[src/hdl/assert_macros.svh]
`ifndef ASSERT_MACROS_SVH
`define ASSERT_MACROS_SVH

// same-cycle implication, checked on clk while out of reset
`define ASSERT_IMP(lbl, ante, cons, msg) \
    lbl: assert property (@(posedge clk) disable iff (!rst_n) (ante) |-> (cons)) \
        else $error(msg);

// next-cycle implication, checked on clk while out of reset
`define ASSERT_NXT(lbl, ante, cons, msg) \
    lbl: assert property (@(posedge clk) disable iff (!rst_n) (ante) |=> (cons)) \
        else $error(msg);

`endif

[src/hdl/d2q9_pkg.sv]
`timescale 1ns / 1ps

package d2q9_pkg;

    localparam int NDIR       = 9;
    // one quotient bit per divider stage, velocity magnitude below 2^31
    localparam int DIV_STAGES = 31;
    // two sum stages, the divider, then nine equilibrium/relax stages
    localparam int LATENCY    = 2 + DIV_STAGES + 9;

    localparam logic [30:0] INV_TAU_RESET = 31'd1789569707;
    // floor(2^36 / 9)
    localparam logic [32:0] DIV9_RECIP    = 33'd7635497415;

    typedef logic signed [31:0] word_t;

    typedef enum logic [1:0] {
        W_REST,
        W_AXIS,
        W_DIAG
    } weight_t;

    localparam int DIR_X [NDIR] = '{0, 1, 0, -1, 0, 1, -1, -1, 1};
    localparam int DIR_Y [NDIR] = '{0, 0, 1, 0, -1, 1, 1, -1, -1};
    localparam weight_t DIR_W [NDIR] = '{W_REST, W_AXIS, W_AXIS, W_AXIS, W_AXIS,
                                         W_DIAG, W_DIAG, W_DIAG, W_DIAG};

    typedef struct packed {
        logic [NDIR-1:0][31:0] f;
        logic                  solid;
        logic [31:0]           rho;
        logic [31:0]           ux;
        logic [31:0]           uy;
    } node_t;

    typedef struct packed {
        logic rho_pos;
        logic ovf_x;
        logic ovf_y;
        logic neg_x;
        logic neg_y;
    } vsel_t;

    function automatic word_t sat32(input logic signed [63:0] v);
        word_t r;
        priority if (v > 64'sd2147483647)
        begin
            r = 32'sh7FFFFFFF;
        end
        else if (v < -64'sd2147483648)
        begin
            r = 32'sh80000000;
        end
        else
        begin
            r = v[31:0];
        end
        return r;
    endfunction

    function automatic logic [31:0] abs32(input word_t v);
        logic [31:0] r;
        if (v[31])
        begin
            r = 32'(-33'(v));
        end
        else
        begin
            r = 32'(v);
        end
        return r;
    endfunction

endpackage

[src/hdl/d2q9_div.sv]
`timescale 1ns / 1ps

// restoring divider, one quotient bit per stage; num < 2*den is assumed
module d2q9_div
(
    input  logic                                 clk,
    input  logic                                 ce,
    input  logic [31:0]                          num,
    input  logic [31:0]                          den,
    output logic [d2q9_pkg::DIV_STAGES-1:0]      quo
);

    localparam int NS = d2q9_pkg::DIV_STAGES;

    logic [31:0]   rem_reg [NS];
    logic [31:0]   den_reg [NS];
    logic [NS-1:0] quo_reg [NS];

    for (genvar k = 0; k < NS; k++)
    begin : g_stage
        logic [32:0]   trial;
        logic [31:0]   den_in;
        logic [NS-1:0] q_in;
        logic          take;

        if (k == 0)
        begin : g_first
            // remainder num>>1 with the last dividend bit shifted in
            assign trial  = {1'b0, num};
            assign den_in = den;
            assign q_in   = '0;
        end
        else
        begin : g_rest
            assign trial  = {rem_reg[k-1], 1'b0};
            assign den_in = den_reg[k-1];
            assign q_in   = quo_reg[k-1];
        end

        assign take = trial >= {1'b0, den_in};

        always_ff @(posedge clk)
        begin
            if (ce)
            begin
                rem_reg[k] <= take ? 32'(trial - {1'b0, den_in}) : trial[31:0];
                den_reg[k] <= den_in;
                quo_reg[k] <= {q_in[NS-2:0], take};
            end
        end
    end

    assign quo = quo_reg[NS-1];

endmodule

[config.mk]
export PLATFORM = sky130hd
export DESIGN_NAME = d2q9_div
export DESIGN_NICKNAME = d
export VERILOG_FILES = /design/src/hdl/assert_macros.svh /design/src/hdl/d2q9_pkg.sv /design/src/hdl/d2q9_div.sv
export SDC_FILE = /design/constraint.sdc
export NUM_CORES = 2
export LEC_CHECK = 0
export BUFFER_PORTS_ARGS = -buffer_cell sky130_fd_sc_hd__buf_2
export CORE_MARGIN = 5
export CORE_UTILIZATION = 50
export DETAILED_ROUTE_END_ITERATION = 6
export PLACE_DENSITY_LB_ADDON = 0.12
export SKIP_CTS_REPAIR_TIMING = 1
export SYNTH_ARGS = -nofsm -noshare
export SYNTH_HDL_FRONTEND = slang
export SYNTH_SLANG_ARGS = --single-unit
[constraint.sdc]
create_clock -name clk -period 6.7 [get_ports clk]
set_input_delay 0.67 -clock clk [delete_from_list [all_inputs] [get_ports clk]]
set_output_delay 0.67 -clock clk [all_outputs]
set_load 0.05 [all_outputs]
# Word level (Yosys, flattened, before mapping)
# Memory sizes are Yosys's and may differ from the RTL's.
# Index checks and enable logic that the tools add are counted.
dict set report word_totals {
  regBits 0
  ramBits 2945
  input_bits 66
  out_inout_bits 31
  word_cells 98
  n_memories 3
}
dict set report op_classes {
  n_addsub 31
  magnitude_cmp 31
  n_mux 33
}
# memory depth word_bits rd rd_clocked_by_memory_dff write_ports line
set mem_list {}
lappend mem_list {den_reg 31 32 30 0 31 d2q9_div.sv:16} ;# logic [31:0] den_reg [NS];
lappend mem_list {rem_reg 31 32 30 0 31 d2q9_div.sv:15} ;# logic [31:0] rem_reg [NS];
lappend mem_list {quo_reg 31 31 31 0 31 d2q9_div.sv:17} ;# logic [NS-1:0] quo_reg [NS];
# cell count
set ops {}
lappend ops {{$mux 32} 31}
lappend ops {{$sub 32x32->32} 31}
lappend ops {{$ge 33x32->1} 30}
lappend ops {{$ge 32x32->1} 1}
lappend ops {{$mux 1} 2}

# Depth between registers and ports, before layout
# An unclocked memory read counts as a cell.
dict set report depth {
  ltp_word 3
  ltp_mapped 16
  mapped_depth_nobuf 13
}

# Worst setup path before layout
# No wires, ideal clock.
dict set report synth_timing {
  kind {input port to flip-flop}
  from {input num[0]}
  to {memory rem_reg[0][7], data pin}
  setup_time_ns 0.274
  t_arrival_ns 3.382
  required_time_ns 6.426
  path_slack_ns 3.044
  cell_stages 15
  n_path_buf 3
  cell_sequence {inv_1 ha_1 fa_1 nor2b_1 o211ai_1 a31oi_1 a31oi_1 o21ai_0 o22ai_1 o211ai_1 a21o_1 buf_2 buf_2 clkbuf_1 a31oi_1}
}
# item line
set synth_rtl {}
lappend synth_rtl {{start, declared} d2q9_div.sv:8} ;# input logic [31:0] num,
lappend synth_rtl {{end, declared} d2q9_div.sv:15}

==> summary.md <==
| Metric | Value |
|---|---|
| Status | `complete, no violations` |
| CTS tree | `built` |
| Comb power frac | `46.5%` |
| Design area | `around 150000 µm²` |
| Final core occ | `between 50% and 60%` |
| Critical Path RT | `7.32 ns` |
| Post-layout min period | `~4.4 ns` |
| Internal power | `47.31 mW` |
| Max Cap Viol | `0` |
| Library cells used by synthesis | `103` |
| Remaining global-route overflow | `0` |
| Post-synthesis register bit count | `around 2400` |
| RSZ-0062 raised after global routing | `no` |
| WL per Instance | `21.49 µm` |
| Nets | `13490` |
| Area delta synth->final | `10.09%` |
| Syn nets | `13350` |
| Most crowded layer after global routing | `met2` |
| Worst Max-Slew Pin Slew | `between 1 and 1.5 ns` |
| VDD IR max | `312.7 µV` |
| CTS Root Cell | `clkbuf_16` |
| Gr usage total | `a little under a quarter` |
| Final period utilization | `around two thirds` |
| Crit-path slowest cell | `edfxtp_1` |
| Fraction of power consumed by the clock network | `about a fifth` |
| PortBufs | `96` |
| CTS Sinks | `around 2400` |
| Clock Path Buffers | `4` |
| Total power | `76.94 mW` |
| Critical path arrival | `5.04 ns` |
| Core Area | `around 270000 µm²` |
| Vias/cell | `~5.8` |
| Clock buffer count from CTS | `282` |
| Slew Limit Headroom | `24.30%` |
| Met1 Use GR | `approximately a third` |
| CP Cell Sequence | `inv_1 -> ha_1 -> nor2b_1 -> o31ai_2 -> a211oi_1 -> o21ai_1 -> o211ai_1 -> a221oi_2 -> o21ai_1 -> o21bai_1 -> a41oi_4 -> buf_4 -> mux2_2` |
| Share of the synthesized area in the top cell type | `between 50% and 60%` |
| Share of cells above drive strength 1 | `under 10%` |
| Ys async rst share | `0%` |
| Hold Path Class | `input port to flop` |
| Initial antenna violation count | `7` |
| Drt pass-1 iters | `7` |
| Delay of the slowest cell on the worst path | `0.47 ns` |
| Largest area contributor in the netlist | `edfxtp_1` |
| Met2 layer usage reported by global route | `between 40% and 50%` |
| Number of routed nets with antenna violations | `0` |
| DRT iter0 DRCs | `roughly 7000` |
| Die Ht | `between 500 and 600 µm` |
| Hpwl dp | `approximately 260 mm` |
| Switch share | `38.51%` |
| Post-Syn Area | `around 140000 µm²` |
| Synth Instances | `~12000` |
| Post-synth EDFFs | `about 2400` |
| Vias in the first global route | `approximately 90000` |
| Mean Syn Cell Area | `around 11 µm²` |
| Fmax | `roughly 230 MHz` |
| Routed WL | `348.3 mm` |
| Leakage | `roughly 62 nW` |
| Post-DP Area | `141800 µm²` |
| Routed vias | `93410` |
| Clock skew | `~0.033 ns` |
| Fin. Hold Viols | `0` |
| Setup TNS | `0 ns` |
| # DRC | `0` |
| WS Path Type | `flop to flop` |
| Area contributors post-synth | `edfxtp_1 (53%), ha_1 (9.0%), a21oi_1 (3.8%), mux2_2 (3.7%), inv_1 (3.5%)` |
| # setup viols final | `0` |
| Sequential share of power | `about a third` |
| Die Area | `approximately 290000 µm²` |
| H-tree lvl count | `5` |
| Critical path endpoint category | `flop` |
| Ys Warns | `0` |
| P per Cell Area | `just over 500 nW/µm²` |
| Sequential fraction of the synthesis area | `between 50 and 60%` |
| # IOs | `97` |
| PnR worst setup slack | `2.280 ns` |
| First-pass GRT wire length | `approximately 540 mm` |
| DP Worst Slack | `approximately 2.3 ns` |
| Worst-path clk slew | `about 0.060 ns` |
| Final GP Congestion | `slightly above 0.9` |
| Floorplan row count | `192` |
| Die width | `534.3 µm` |
| Max-slew violation count | `0` |
| Worst path most repeated cell | `o21ai_1` |
| Startpoint types | `flop` |
| Max FO, Critical Path | `24` |
| Switch Pwr | `between 20 and 30 mW` |
| Clk Latency, worst-skew pair | `a little under 0.9 ns` |
| Starting density of the core | `50.23%` |
| Largest net degree at the start of global routing | `between 150 and 200` |
| Post-synth top flop | `edfxtp_1` |
| GR Layer Usage met3 | `roughly 2.4%` |
-- through the flow --
step                      hold WS (ns)  cells
after floorplan                 0.4003  12270
after global placement          0.4004  15690
after detailed placement        0.4045  15690
after CTS                      -0.1152  16190
after global routing          0.002205  16210
final                          0.04807  16210
-- power by group through the flow --
stage               combinational (mW)  sequential (mW)  clock, mW
CTS                               35.6             25.8       15.9
finish                            35.8             25.7       15.5
floorplan                         27.5             24.1          0
global placement                  34.9             26.1          0
detailed placement                35.3             26.0          0
global route                      39.7             26.0       16.5
-- critical path: cells and delay by family, from the launching register on --
kind | cells | cell delay (ns)
flip-flops | 1 | 0.47
buffers and inverters | 2 | 0.50
AO/OA/AOI/OAI | 8 | 2.32
adder cells (fa/ha/maj) | 1 | 0.30
multiplexers | 1 | 0.39
AND/OR/NAND/NOR | 1 | 0.16
-- cells in the final DEF, fill, tap and decap left out, drive strengths merged, types with 178 or more instances in the layout --
master / n
a21o: 515
a21oi: 1054
clkbuf: 339
edfxtp: 2416
ha: 991
inv: 1283
mux2: 456
nand2: 785
nand3: 210
nand4: 178
nor2: 734
o21ai: 711
xnor2: 464
xor2: 308
-- area by class of cell --
type / instances / area, µm²
Clock buffer: 339 / 7377
Fill cell: 23250 / 122300
Timing Repair Buffer: 193 / 1401
Clock inverter: 161 / 1872
Tap cell: 3589 / 4491
Inverter: 1266 / 4752
Antenna cell: 3 / 7.507
Sequential cell: 2416 / 72550
Multi-Input combinational cell: 8244 / 58860
-- synthesized netlist by cell type (27+ instances only) --
master     count
edfxtp_1    2416
inv_1       1265
a21oi_1     1049
ha_1         991
nand2_1      785
nor2_1       734
o21ai_0      693
a21o_1       515
xnor2_1      464
mux2_2       454
xor2_1       308
clkbuf_1     260
nand3_1      210
nand4_1      178
nor2b_1      150
nor3_1       147
o21a_1       133
nand2b_1     128
o21bai_1     121
a31oi_1      119
and3_1        96
a211oi_1      84
o31ai_1       83
and2_1        59
o211ai_1      50
buf_2         46
a21boi_0      43
a211o_1       37
or3_1         37
fa_1          30
o31a_1        30
or2_2         30
a2111oi_0     29
mux2i_1       29
nor4_1        28
a31o_2        27
-- kinds of logic (layout without fill, tap and decap cells) --
logic type	count (synthesis)	count (layout)	share of synthesized area, %
simple gates	2677	2677	9.227
flops	2416	2416	52.79
fa+ha+maj	1021	1021	9.459
buf+inv	1607	1959	4.499
mux	485	485	3.948
compound gates	3289	3289	15.16
other cells	0	3	0
xor+xnor	772	772	4.920
-- path summary, 6_finish.rpt --
path	from	to	slack [ns]	cells after the start
worst max-delay path	den_reg[0][1]	rem_reg[0][43]	2.28	13
worst min-delay path	den[2]	den_reg[0][2]	0.05	1
worst max register to register	den_reg[0][1]	rem_reg[0][43]	2.28	13
worst min register to register	quo_reg[9][46]	quo_reg[10][16]	0.40	0
-- per-layer routing --
metal | vias up | wire length [µm]
met4 | 2 | 13200
met5 | - | 20
met1 | 45160 | 153800
met2 | 2287 | 166800
li1 | 45360 | -
met3 | 604 | 14450
No activity file was read; power rests on OpenSTA's default activity.
